## src/ugbs_pkg.sv

```systemverilog
// ----------------------------------------------------------------------------
// ugbs_pkg
// Shared types, code point constants and class tests for the grapheme
// boundary segmenter.
// ----------------------------------------------------------------------------
package ugbs_pkg;

	localparam int CP_W = 21;

	localparam logic [CP_W-1:0] CP_ZWJ      = 21'h0200D;
	localparam logic [CP_W-1:0] CP_CR       = 21'h0000D;
	localparam logic [CP_W-1:0] CP_LF       = 21'h0000A;
	localparam logic [CP_W-1:0] CP_RI_FIRST = 21'h1F1E6;
	localparam logic [CP_W-1:0] CP_RI_LAST  = 21'h1F1FF;

	localparam logic [7:0] CONT_MASK  = 8'h3F;
	localparam logic [7:0] LEAD3_MASK = 8'hE0;
	localparam logic [7:0] LEAD2_MASK = 8'hC0;

	// decoder -> segmenter / result stage
	typedef struct packed {
		logic            done;   // code point completed by this item
		logic            bad;    // sequence dropped (invalid or truncated)
		logic [CP_W-1:0] cp;
	} dec_t;

	// segmenter -> result stage
	typedef struct packed {
		logic brk;
		logic nl;
	} seg_t;

	function automatic logic is_regional(input logic [CP_W-1:0] c);
		return (c >= CP_RI_FIRST) && (c <= CP_RI_LAST);
	endfunction

	// combining marks, variation selectors, emoji modifiers
	function automatic logic is_extend(input logic [CP_W-1:0] c);
		return c inside {[21'h00300:21'h0036F], [21'h01AB0:21'h01AFF],
			[21'h01DC0:21'h01DFF], [21'h020D0:21'h020FF],
			[21'h0FE20:21'h0FE2F], [21'h0FE00:21'h0FE0F],
			[21'hE0100:21'hE01EF], [21'h1F3FB:21'h1F3FF]};
	endfunction

	function automatic logic boundary(input logic [CP_W-1:0] prev,
		input logic [CP_W-1:0] cur, input logic parity);
		logic r;
		r = 1'b1;
		if ((prev == CP_CR) && (cur == CP_LF))
			r = 1'b0;
		else if (is_extend(cur) || (cur == CP_ZWJ) || (prev == CP_ZWJ))
			r = 1'b0;
		else if (is_regional(prev) && is_regional(cur) && parity)
			r = 1'b0;
		return r;
	endfunction

endpackage

```

## src/utf8_grapheme_boundary_segmenter_core.sv

```systemverilog
// ----------------------------------------------------------------------------
// utf8_grapheme_boundary_segmenter_core
// UTF-8 decoder with simplified grapheme cluster boundary detection.
// ----------------------------------------------------------------------------
// Takes one byte of UTF-8 text per item and returns one item for every
// completed code point or dropped malformed sequence; continuation bytes that
// complete nothing return no item. The block accepts one byte every cycle
// while the result register is free or being emptied: the byte is held in an
// input register, then one pass of decode and boundary logic updates the
// sequence and segmentation state and loads the result register. That state
// update loop (decoder state plus previous code point, regional parity and
// counters) sets the rate of one byte per cycle. While a result waits on
// m_tready the input register can still take a byte if it is empty.
// s_tuser high restarts all counters at that byte; after a byte with s_tlast
// the state returns to its reset value. Offsets and counts are OFFSET_BITS
// wide and saturate.
module utf8_grapheme_boundary_segmenter_core import ugbs_pkg::*; #(
	parameter int OFFSET_BITS = 24
) (
	input  logic clk,
	input  logic arst_n,

	input  logic       s_tvalid,
	output logic       s_tready,
	input  logic [7:0] s_tdata,   // [7:0] data_byte
	input  logic       s_tuser,   // [0] first_of_text
	input  logic       s_tlast,   // last_of_text

	output logic                                         m_tvalid,
	input  logic                                         m_tready,
	// code_point, start_offset, cluster_index, code_point_index; zero fill
	output logic [((CP_W + 3 * OFFSET_BITS + 7) / 8) * 8 - 1:0] m_tdata,
	output logic [2:0]                                   m_tuser, // brk, nl, malformed
	output logic                                         m_tlast  // text_end
);

	localparam int PAY_W  = CP_W + 3 * OFFSET_BITS;
	localparam int DATA_W = ((PAY_W + 7) / 8) * 8;

	// input register
	logic       v_s1;
	logic [7:0] byte_s1;
	logic       first_s1;
	logic       last_s1;

	// result register
	logic                   v_s2;
	logic [CP_W-1:0]        cp_s2;
	logic [OFFSET_BITS-1:0] start_s2, clus_s2, pidx_s2;
	logic                   brk_s2, nl_s2, bad_s2, end_s2;

	logic                   adv;
	logic                   has_res;
	dec_t                   dec;
	seg_t                   seg;
	logic [OFFSET_BITS-1:0] point_start, cluster_index, point_index;

	// s1 moves on when the result slot is free or being emptied
	assign adv      = v_s1 && (!v_s2 || m_tready);
	assign s_tready = !v_s1 || adv;
	assign has_res  = dec.done || dec.bad;

	always_ff @(posedge clk or negedge arst_n) begin
		if (!arst_n) begin
			v_s1 <= 1'b0;
		end else if (s_tready) begin
			v_s1 <= s_tvalid;
		end
	end

	always_ff @(posedge clk) begin
		if (s_tvalid && s_tready) begin
			byte_s1  <= s_tdata;
			first_s1 <= s_tuser;
			last_s1  <= s_tlast;
		end
	end

	ugbs_decode #(
		.OFFSET_BITS(OFFSET_BITS)
	) u_decode (
		.clk        (clk),
		.arst_n     (arst_n),
		.adv        (adv),
		.data_byte  (byte_s1),
		.first      (first_s1),
		.last       (last_s1),
		.dec        (dec),
		.point_start(point_start)
	);

	ugbs_segment #(
		.OFFSET_BITS(OFFSET_BITS)
	) u_segment (
		.clk          (clk),
		.arst_n       (arst_n),
		.adv          (adv),
		.dec          (dec),
		.first        (first_s1),
		.last         (last_s1),
		.seg          (seg),
		.cluster_index(cluster_index),
		.point_index  (point_index)
	);

	always_ff @(posedge clk or negedge arst_n) begin
		if (!arst_n) begin
			v_s2 <= 1'b0;
		end else if (adv) begin
			v_s2 <= has_res;
		end else if (m_tready) begin
			v_s2 <= 1'b0;
		end
	end

	// a dropped sequence reports code point zero and no break
	always_ff @(posedge clk) begin
		if (adv && has_res) begin
			cp_s2    <= dec.done ? dec.cp : '0;
			start_s2 <= point_start;
			clus_s2  <= cluster_index;
			pidx_s2  <= point_index;
			brk_s2   <= seg.brk;
			nl_s2    <= seg.nl;
			bad_s2   <= dec.bad;
			end_s2   <= last_s1;
		end
	end

	assign m_tvalid = v_s2;
	assign m_tdata  = DATA_W'({pidx_s2, clus_s2, start_s2, cp_s2});
	assign m_tuser  = {bad_s2, nl_s2, brk_s2};
	assign m_tlast  = end_s2;

`ifndef SYNTHESIS
	a_dec_excl: assert property (@(posedge clk) disable iff (!arst_n)
		v_s1 |-> !(dec.done && dec.bad))
		else $error("decoder reports completion and error together");

	a_nl_brk: assert property (@(posedge clk) disable iff (!arst_n)
		m_tvalid && m_tuser[1] |-> m_tuser[0])
		else $error("newline cluster without a break");

	a_bad_res: assert property (@(posedge clk) disable iff (!arst_n)
		m_tvalid && m_tuser[2] |-> (m_tuser[1:0] == 2'b00) && (cp_s2 == '0))
		else $error("malformed result carries a code point or break");

	a_stall: assert property (@(posedge clk) disable iff (!arst_n)
		v_s2 && !m_tready |=> v_s2)
		else $error("pending result lost while stalled");

	a_ready: assert property (@(posedge clk) disable iff (!arst_n)
		!s_tready |-> v_s1 && v_s2 && !m_tready)
		else $error("input stalled without a full pipeline");
`endif

endmodule

```

## src/ugbs_decode.sv

```systemverilog
// ----------------------------------------------------------------------------
// ugbs_decode
// UTF-8 byte decoder: sequence state, byte offset and error detection.
// ----------------------------------------------------------------------------
module ugbs_decode import ugbs_pkg::*; #(
	parameter int OFFSET_BITS = 24
) (
	input  logic                   clk,
	input  logic                   arst_n,
	input  logic                   adv,
	input  logic [7:0]             data_byte,
	input  logic                   first,
	input  logic                   last,
	output dec_t                   dec,
	output logic [OFFSET_BITS-1:0] point_start
);

	logic [CP_W-1:0]        pv_q;
	logic [1:0]             rem_q;
	logic [OFFSET_BITS-1:0] bcnt_q;
	logic [OFFSET_BITS-1:0] ps_q;

	logic [CP_W-1:0]        pv, npv;
	logic [1:0]             rem, nrem;
	logic [OFFSET_BITS-1:0] bcnt, bcnt_nx, ps;
	logic                   drop, done, trunc;

	always_comb begin
		pv      = first ? '0 : pv_q;
		rem     = first ? '0 : rem_q;
		bcnt    = first ? '0 : bcnt_q;
		ps      = first ? '0 : ps_q;
		npv     = pv;
		nrem    = rem;
		drop    = 1'b0;
		done    = 1'b0;
		dec.cp  = '0;
		if (rem == 2'd0) begin
			ps = bcnt;
			if (!data_byte[7]) begin
				dec.cp = CP_W'(data_byte);
				done   = 1'b1;
			end else if ((data_byte & LEAD3_MASK) == LEAD2_MASK) begin
				if (data_byte < 8'hC2) begin
					drop = 1'b1;
				end else begin
					npv  = CP_W'(data_byte[4:0]);
					nrem = 2'd1;
				end
			end else if (data_byte[7:4] == 4'hE) begin
				npv  = CP_W'(data_byte[3:0]);
				nrem = 2'd2;
			end else if (data_byte >= 8'hF0 && data_byte <= 8'hF4) begin
				npv  = CP_W'(data_byte[2:0]);
				nrem = 2'd3;
			end else begin
				drop = 1'b1;
			end
		end else begin
			if ((data_byte & LEAD2_MASK) != 8'h80)
				drop = 1'b1;
			else if (rem == 2'd2 && pv < 21'h10) begin
				// overlong three-byte form, surrogates
				if ((pv == 21'h0 && data_byte < 8'hA0) ||
					(pv == 21'hD && data_byte > 8'h9F))
					drop = 1'b1;
			end else if (rem == 2'd3) begin
				// overlong four-byte form, above U+10FFFF
				if ((pv == 21'h0 && data_byte < 8'h90) ||
					(pv == 21'h4 && data_byte > 8'h8F))
					drop = 1'b1;
			end
			if (!drop) begin
				npv  = {pv[CP_W-7:0], data_byte[5:0] & CONT_MASK[5:0]};
				nrem = rem - 2'd1;
				if (nrem == 2'd0) begin
					dec.cp = npv;
					done   = 1'b1;
				end
			end
		end
		bcnt_nx  = (bcnt == '1) ? bcnt : bcnt + 1'b1;
		trunc    = !drop && last && (nrem != 2'd0);
		dec.done = done;
		dec.bad  = drop || trunc;
	end

	assign point_start = ps;

	always_ff @(posedge clk or negedge arst_n) begin
		if (!arst_n) begin
			pv_q   <= '0;
			rem_q  <= '0;
			bcnt_q <= '0;
			ps_q   <= '0;
		end else if (adv) begin
			if (last) begin
				pv_q   <= '0;
				rem_q  <= '0;
				bcnt_q <= '0;
				ps_q   <= '0;
			end else begin
				if (drop || done) begin
					pv_q  <= '0;
					rem_q <= '0;
				end else begin
					pv_q  <= npv;
					rem_q <= nrem;
				end
				bcnt_q <= bcnt_nx;
				ps_q   <= ps;
			end
		end
	end

endmodule

```

## src/ugbs_segment.sv

```systemverilog
// ----------------------------------------------------------------------------
// ugbs_segment
// Grapheme boundary rules, regional indicator parity and cluster/point counts.
// ----------------------------------------------------------------------------
module ugbs_segment import ugbs_pkg::*; #(
	parameter int OFFSET_BITS = 24
) (
	input  logic                   clk,
	input  logic                   arst_n,
	input  logic                   adv,
	input  dec_t                   dec,
	input  logic                   first,
	input  logic                   last,
	output seg_t                   seg,
	output logic [OFFSET_BITS-1:0] cluster_index,
	output logic [OFFSET_BITS-1:0] point_index
);

	logic [CP_W-1:0]        prev_q;
	logic                   par_q;
	logic                   at_start_q;
	logic [OFFSET_BITS-1:0] ccnt_q;
	logic [OFFSET_BITS-1:0] pcnt_q;

	logic [CP_W-1:0]        prev;
	logic                   par, par_nx, at_start, brk;
	logic [OFFSET_BITS-1:0] ccnt, ccnt_nx, pcnt, pcnt_nx;

	always_comb begin
		prev     = first ? '0 : prev_q;
		par      = first ? 1'b0 : par_q;
		at_start = first | at_start_q;
		ccnt     = first ? '0 : ccnt_q;
		pcnt     = first ? '0 : pcnt_q;

		brk     = dec.done && (at_start || boundary(prev, dec.cp, par));
		ccnt_nx = (brk && ccnt != '1) ? ccnt + 1'b1 : ccnt;
		pcnt_nx = (dec.done && pcnt != '1) ? pcnt + 1'b1 : pcnt;

		par_nx = par;
		if (dec.done) begin
			if (is_regional(dec.cp))
				par_nx = (!brk && is_regional(prev)) ? ~par : 1'b1;
			else if (!is_extend(dec.cp) && dec.cp != CP_ZWJ)
				par_nx = 1'b0;
		end

		seg.brk = brk;
		seg.nl  = brk && (dec.cp == CP_CR || dec.cp == CP_LF);
		// latest opened cluster; zero before any
		cluster_index = (ccnt_nx == '0) ? '0 : ccnt_nx - 1'b1;
		point_index   = pcnt;
	end

	always_ff @(posedge clk or negedge arst_n) begin
		if (!arst_n) begin
			prev_q     <= '0;
			par_q      <= 1'b0;
			at_start_q <= 1'b1;
			ccnt_q     <= '0;
			pcnt_q     <= '0;
		end else if (adv) begin
			if (last) begin
				prev_q     <= '0;
				par_q      <= 1'b0;
				at_start_q <= 1'b1;
				ccnt_q     <= '0;
				pcnt_q     <= '0;
			end else begin
				if (dec.done) begin
					prev_q     <= dec.cp;
					at_start_q <= 1'b0;
				end else begin
					prev_q     <= prev;
					at_start_q <= at_start;
				end
				par_q  <= par_nx;
				ccnt_q <= ccnt_nx;
				pcnt_q <= pcnt_nx;
			end
		end
	end

endmodule

```

## config.mk

```make
export PLATFORM = sky130hd
export DESIGN_NAME = utf8_grapheme_boundary_segmenter_core
export DESIGN_NICKNAME = d
export VERILOG_FILES = /design/src/ugbs_pkg.sv /design/src/utf8_grapheme_boundary_segmenter_core.sv /design/src/ugbs_decode.sv /design/src/ugbs_segment.sv
export SDC_FILE = /design/constraint.sdc
export NUM_CORES = 1
export LEC_CHECK = 0
export ABC_AREA = 1
export BUFFER_PORTS_ARGS = -buffer_cell sky130_fd_sc_hd__clkbuf_2
export CAP_MARGIN = 20
export CORE_MARGIN = 1.5
export CORE_UTILIZATION = 60
export CTS_CLUSTER_SIZE = 14
export DETAILED_ROUTE_END_ITERATION = 10
export HOLD_SLACK_MARGIN = 0.1
export PLACE_DENSITY = 0.78
export SYNTH_ARGS = -nofsm -noshare
export SYNTH_HDL_FRONTEND = slang
export SYNTH_SLANG_ARGS = --single-unit
export TNS_END_PERCENT = 30
```

## constraint.sdc

```tcl
create_clock -name clk -period 9.6 [get_ports clk]
set_input_delay 1.92 -clock clk [delete_from_list [all_inputs] [get_ports clk]]
set_output_delay 1.92 -clock clk [all_outputs]
set_load 0.01 [all_outputs]
```

==> results.json, run 1 <==
{
  "internal-power_mw": 2.064,
  "crit_required_ns": 9.91,
  "worstSkewPairLatency_ns": 0.56,
  "avgSynthCellArea_sq_um": 7.821,
  "ioPinCount": 116,
  "grt_antenna_before_repair": 0,
  "holdCritStartpoint": "u_segment.ccnt_q[23]$_DFFE_PN0P_",
  "worstMarginPinSlew_ns": 1.032,
  "routed_wl_mm": 38.47,
  "ys_seq_area_share_pct": 47.28,
  "power_frac_comb_pct": 15.9,
  "rows": 56,
  "maxCapViolCount": 0,
  "chipWidth_um": 158.0,
  "finalCritPeriodShare_pct": 63.49,
  "grt_usage_pct": 31.43,
  "cts_root_buffer": "clkbuf_16",
  "r2r_end": "clus_s2[18]$_SDFFCE_PN0P_",
  "timing.final.max_slew_violations": 0,
  "holdBufCountCts": 0,
  "hold_end": "u_segment.ccnt_q[23]$_DFFE_PN0P_",
  "p_sw_mw": 0.8156,
  "grt_max_degree": 83,
  "globalRoute.totalOverflow": 0,
  "wire_per_inst_um": 17.00,
  "path_max_fanout": 52,
  "max_freq_mhz": 164.1,
  "grt_pass1_vias": 12236,
  "crit_path_frequent_cell": "nand2_1",
  "setup_tns_ns": 0,
  "clock_skew_ns": 0.01189,
  "synth_seq_cells": 251,
  "yosys.area.top_type": "dfrtp_1",
  "slowest_delay_ns": 0.53,
  "die_y_um": 158.0,
  "cts_tree": "built",
  "final_net_count": 1946,
  "layout_commonest_cell": "nand2_1",
  "final-hold-violation-count": 0,
  "clkTransAtPathRegs_ns": 0.07,
  "place.gp.congestion": 1.009,
  "synth_ff_type": "dfrtp_1",
  "worst_setup_path_end_kind": "flip-flop",
  "grt_first_pass_wirelength_mm": 62.43,
  "cts_buffers": 27,
  "fin_util_pct": 68.55,
  "setup_viol_count_final": 0,
  "drc": 0,
  "drt_first_pass_iters": 6,
  "drtAntennaViolNets": 0,
  "worst_setup_path_start_kind": "flip-flop",
  "initial_core_util_pct": 61.26,
  "layout_common_cells": "nand2_1 (320), inv_1 (294), nor2_1 (273)",
  "synth_area_leaders": "dfrtp_1 (25%), edfxtp_1 (22%), nand2_1 (8.3%)",
  "dp_hpwl_mm": 26.00,
  "synth_warnings": 0,
  "portBuffers": 112,
  "period_needed_ns": 6.095,
  "synthCells": 1844,
  "ys_types": 52,
  "ctsResizeCount": 0,
  "rsz0062_at_grt": "no",
  "syn-cell-area_sq_um": 14420,
  "drtIter0Drc": 1266,
  "die_area_sq_um": 24980,
  "relSlewSlack_pct": 30.99,
  "cts.sinks": 251,
  "synthDominantCellAreaShare_pct": 24.81,
  "via_count": 13006,
  "switching_share_pct": 28.32,
  "antenna_cells": 0,
  "rr_startpoint": "first_s1$_DFFE_PP_",
  "power_frac_seq_pct": 44.0,
  "slowest_stage": "a21oi_1",
  "critPathKind": "reg -> reg",
  "htreeDepth": 1,
  "ys_async_sr_fraction_pct": 57.37,
  "drive_gt1_share_pct": 12.35,
  "postCtsSetupBuffers": 0,
  "hold_depth": 2,
  "clockBufferDepth": 3,
  "ir_drop_v": 0.0002179,
  "synth-edff-count": 107,
  "hp-class": "reg -> reg",
  "area_delta_synth_final_pct": 11.91,
  "viasPerCell": 5.747,
  "cp_data_arrival_time_ns": 6.41,
  "reg2reg_depth": 29,
  "r2r_setup_slack_ns": 3.51,
  "core-area_sq_um": 23540,
  "p_clk_share_pct": 40.1,
  "p_leak_nw": 7.008,
  "p_per_area_nw_per_um2": 178.4,
  "outcome": "finished clean"
}
[state kept, by name (all words and copies together), names as in the netlist, 2 cells and up]
register and flops:
u_decode.rem_q 2, byte_s1 8, u_decode.ps_q 24, u_decode.bcnt_q 24, u_segment.prev_q 21, u_segment.pcnt_q 24
clus_s2 24, cp_s2 21, u_decode.pv_q 21, u_segment.ccnt_q 24, start_s2 24, pidx_s2 24
[cell type report]
type | instances | area [sq um]
Fill cell | 2019 | 7403
Timing Repair Buffer | 123 | 669.4
Clock inverter | 16 | 247.7
Sequential cell | 251 | 6818
Multi-Input combinational cell | 1199 | 6048
Tap cell | 319 | 399.1
Inverter | 321 | 1214
Clock buffer | 34 | 743.2
[Yosys cell counts, types with 4 or more instances]
| cell type | n |
|---|---|
| buf_2 | 8 |
| nand4_1 | 64 |
| nand3_1 | 75 |
| inv_1 | 296 |
| dfrtp_1 | 143 |
| xnor2_1 | 12 |
| nand2_2 | 7 |
| ha_1 | 9 |
| o21ai_1 | 7 |
| a31oi_1 | 7 |
| a22o_1 | 6 |
| nor3_1 | 55 |
| nand2_1 | 320 |
| clkbuf_1 | 50 |
| xor2_1 | 41 |
| nor2_2 | 19 |
| buf_4 | 8 |
| nor2_4 | 5 |
| o21ai_0 | 113 |
| clkinv_1 | 4 |
| o21ai_2 | 5 |
| edfxtp_1 | 107 |
| buf_6 | 5 |
| o32ai_1 | 8 |
| nor2_1 | 274 |
| o211ai_1 | 11 |
| o22ai_1 | 89 |
| nor4_1 | 13 |
| a21oi_1 | 25 |
| inv_2 | 19 |
[cells by family after synthesis]
family	share of synthesized area [%]
buffers and inverters	10.89
DFF	47.28
adders and majority gates	0.7809
AOI/OAI and AO/OA	11.83
and+or+nand+nor	25.98
other	0.02600
xor gates and xnor gates	3.219
[metrics by stage]
| step | area (sq um) | setup WS (ns) | cells | power [mW] | hold slack [ns] |
|---|---|---|---|---|---|
| after CTS | 16110 | 3.645 | 2262 | 2.889 | 0.4972 |
| final | 16140 | 3.505 | 2263 | 2.880 | 0.4958 |
| after detailed placement | 15120 | 3.638 | 2212 | 1.738 | 0.4810 |
| after global placement | 15120 | 3.849 | 2212 | 1.729 | 0.4800 |
| after global routing | 16140 | 2.949 | 2263 | 2.994 | 0.5219 |
| after floorplan | 14430 | 3.528 | 1846 | 1.582 | 0.4511 |
[worst max-delay path by stage]
stage	from	end	slack, ns	cells past startpoint
global placement	first_s1$_DFFE_PP_	clus_s2[18]$_SDFFCE_PN0P_	3.85	29
CTS	first_s1$_DFFE_PP_	clus_s2[18]$_SDFFCE_PN0P_	3.64	25
global route	first_s1$_DFFE_PP_	clus_s2[22]$_SDFFCE_PN0P_	2.95	30
finish	first_s1$_DFFE_PP_	clus_s2[18]$_SDFFCE_PN0P_	3.51	29
detailed placement	first_s1$_DFFE_PP_	clus_s2[18]$_SDFFCE_PN0P_	3.64	25
floorplan	first_s1$_DFFE_PP_	bad_s2$_DFFE_PP_	3.53	20
[power groups by stage]
stage / clock (mW) / sequential [mW] / combinational, mW
global route: 1.21 / 1.28 / 0.507
finish: 1.15 / 1.27 / 0.459
CTS: 1.17 / 1.27 / 0.454
detailed placement: 0 / 1.29 / 0.452
global placement: 0 / 1.28 / 0.444
floorplan: 0 / 1.32 / 0.265
[per-layer routing]
metal / share of wire, % / up-vias / global-route usage [%]
met5: 0 / - / 0
met2: 45 / 592 / 49.23
met3: 8.2 / 85 / 4.051
met4: 2.6 / 0 / 8.589
li1: - / 6218 / -
met1: 44 / 6111 / 46.03
[critical path, delay by kind of cell (launching register included)]
family,cells,cell delay [ns]
flops,1,0.32
compound gates,1,0.53
simple gates,24,3.39
buf+inv,3,1.25
fa+ha+maj,1,0.27
Note: power is estimated with default switching activity, not from simulation.
==> run 2: changes to the inputs <==
Clock period 9.6 ns to 6.18 ns, I/O delays scaled along.
==> results.json, run 2 (synthesized netlist as in run 1, its figures left out) <==
{
  "cts_root_buffer": "clkbuf_16",
  "hold_depth": 2,
  "grt_max_degree": 91,
  "drive_gt1_share_pct": 12.12,
  "viasPerCell": 5.710,
  "reg2reg_depth": 27,
  "die_area_sq_um": 24980,
  "cp_num_buf_inv": 5,
  "path_max_fanout": 14,
  "max_freq_mhz": 177.6,
  "holdCritStartpoint": "u_segment.ccnt_q[23]$_DFFE_PN0P_",
  "area_delta_synth_final_pct": 11.02,
  "worst_setup_path_end_kind": "flip-flop",
  "postCtsSetupBuffers": 0,
  "routed_wl_mm": 38.14,
  "clockBufferDepth": 3,
  "hp-class": "reg -> reg",
  "htreeDepth": 1,
  "outcome": "finished clean",
  "path_delay_family": "simple AND/OR/NAND/NOR gates",
  "hold_end": "u_segment.ccnt_q[23]$_DFFE_PN0P_",
  "timing.final.max_slew_violations": 0,
  "ir_drop_v": 0.0002286,
  "crit_required_ns": 6.58,
  "dp_hpwl_mm": 26.37,
  "grt_pass1_vias": 12303,
  "worst_setup_path_start_kind": "flip-flop",
  "worstMarginPinSlew_ns": 0.9356,
  "grt_usage_pct": 31.35,
  "chipWidth_um": 158.0,
  "rsz0062_at_grt": "no",
  "wire_per_inst_um": 16.83,
  "clock_skew_ns": 0.01164,
  "die_y_um": 158.0,
  "place.gp.congestion": 0.9869,
  "rows": 56,
  "relSlewSlack_pct": 37.62,
  "drtIter0Drc": 1157,
  "drtAntennaViolNets": 0,
  "p_per_area_nw_per_um2": 265.2,
  "final-hold-violation-count": 0,
  "critPathKind": "reg -> reg",
  "initial_core_util_pct": 61.26,
  "grt_antenna_before_repair": 0,
  "final_net_count": 1950,
  "portBuffers": 112,
  "p_leak_nw": 6.944,
  "core-area_sq_um": 23540,
  "setup_viol_count_final": 0,
  "slowest_delay_ns": 0.53,
  "ctsResizeCount": 0,
  "globalRoute.totalOverflow": 0,
  "r2r_setup_slack_ns": 0.55,
  "r2r_end": "clus_s2[22]$_SDFFCE_PN0P_",
  "grt_first_pass_wirelength_mm": 62.42,
  "cp_data_arrival_time_ns": 6.03,
  "drc": 0,
  "layout_common_cells": "nand2_1 (320), inv_1 (294), nor2_1 (273)",
  "rr_startpoint": "first_s1$_DFFE_PP_",
  "drt_first_pass_iters": 6,
  "clkTransAtPathRegs_ns": 0.06,
  "preCtsSetupSlack_ns": 0.6930,
  "setup_tns_ns": 0,
  "worstSkewPairLatency_ns": 0.54,
  "holdBufCountCts": 0,
  "cts_buffers": 27,
  "period_needed_ns": 5.631,
  "finalCritPeriodShare_pct": 91.11,
  "cts_tree": "built",
  "layout_commonest_cell": "nand2_1",
  "ioPinCount": 116,
  "cts.sinks": 251,
  "postLayoutSetupSlackWorst_ns": 0.5494,
  "holdWs_ns": 0.4917,
  "antenna_cells": 0,
  "slowest_stage": "nor2_1",
  "via_count": 12939,
  "maxCapViolCount": 0
}
[run 2: cell types whose count changed in the layout (fill, tap and decap cells not counted)]
cell / before / now
clkbuf_1: 4 / 11
buf_16: 1 / 0
bufinv_16: 6 / 1
clkbuf_16: 28 / 29
clkinv_4: 0 / 1
clkinv_2: 9 / 6
inv_16: 1 / 0
clkbuf_8: 2 / 1
buf_4: 10 / 15
[run 2: power by group]
part	internal, mW	switching [mW]	leakage (nW)
sequential	1.92	0.0540	3.04
combinational	0.187	0.524	3.49
clock	0.911	0.653	0.416
total	3.01	1.23	6.94
[run 2: metrics by stage]
stage	utilization, %	cell area [sq um]	power (mW)	std cells
2_1_floorplan	-	14430	2.457	1846
3_3_place_gp	64.39	15160	2.691	2217
3_5_place_dp	64.39	15160	2.704	2217
4_1_cts	68.01	16010	4.259	2266
5_1_grt	68.01	16010	4.423	2266
6_report	68.01	16010	4.246	2266
[run 2: routing by layer]
| layer | global-route usage (%) | vias to the layer above | share of wire (%) |
|---|---|---|---|
| li1 | - | 6238 | - |
| met1 | 46.07 | 6109 | 45 |
| met2 | 49.06 | 530 | 45 |
| met3 | 3.860 | 62 | 7.9 |
| met4 | 8.456 | 0 | 1.9 |
| met5 | 0 | - | 0 |
[run 2: how the worst max path moves through the flow]
stage	to	start	depth (start not counted)	slack [ns]
3_3_place_gp	clus_s2[18]$_SDFFCE_PN0P_	first_s1$_DFFE_PP_	26	0.81
2_1_floorplan	bad_s2$_DFFE_PP_	first_s1$_DFFE_PP_	20	0.11
3_5_place_dp	clus_s2[18]$_SDFFCE_PN0P_	first_s1$_DFFE_PP_	26	0.69
5_1_grt	clus_s2[18]$_SDFFCE_PN0P_	first_s1$_DFFE_PP_	26	0.06
4_1_cts	clus_s2[18]$_SDFFCE_PN0P_	first_s1$_DFFE_PP_	26	0.68
6_report	clus_s2[22]$_SDFFCE_PN0P_	first_s1$_DFFE_PP_	27	0.55
[run 2: area by class of cell]
type,instances,area (sq um)
Clock inverter,8,71.32
Clock buffer,41,780.7
Sequential cell,251,6818
Fill cell,2009,7532
Inverter,321,1214
Tap cell,319,399.1
Multi-Input combinational cell,1199,6048
Timing Repair Buffer,127,679.4
[run 2: worst register-to-register path, stage by stage (launching register included)]
cell and delay [ns]:
edfxtp_1 0.51, nor2_1 0.28, inv_1 0.12, ha_1 0.36, nor2_1 0.53, nand3_4 0.33
inv_4 0.21, nand2_1 0.13, nor2_2 0.21, inv_1 0.06, nor2_1 0.19, nand2_1 0.08
clkinv_1 0.04, nand2_1 0.05, nand2_1 0.06, nand2_1 0.05, nor2_2 0.12, nand3_2 0.12
a21oi_1 0.52, nand3_1 0.16, nand2_1 0.21, ha_1 0.26, nand3_1 0.21, nor2_2 0.29
inv_1 0.13, nor2_1 0.12, nor2_1 0.05, nor2_1 0.10
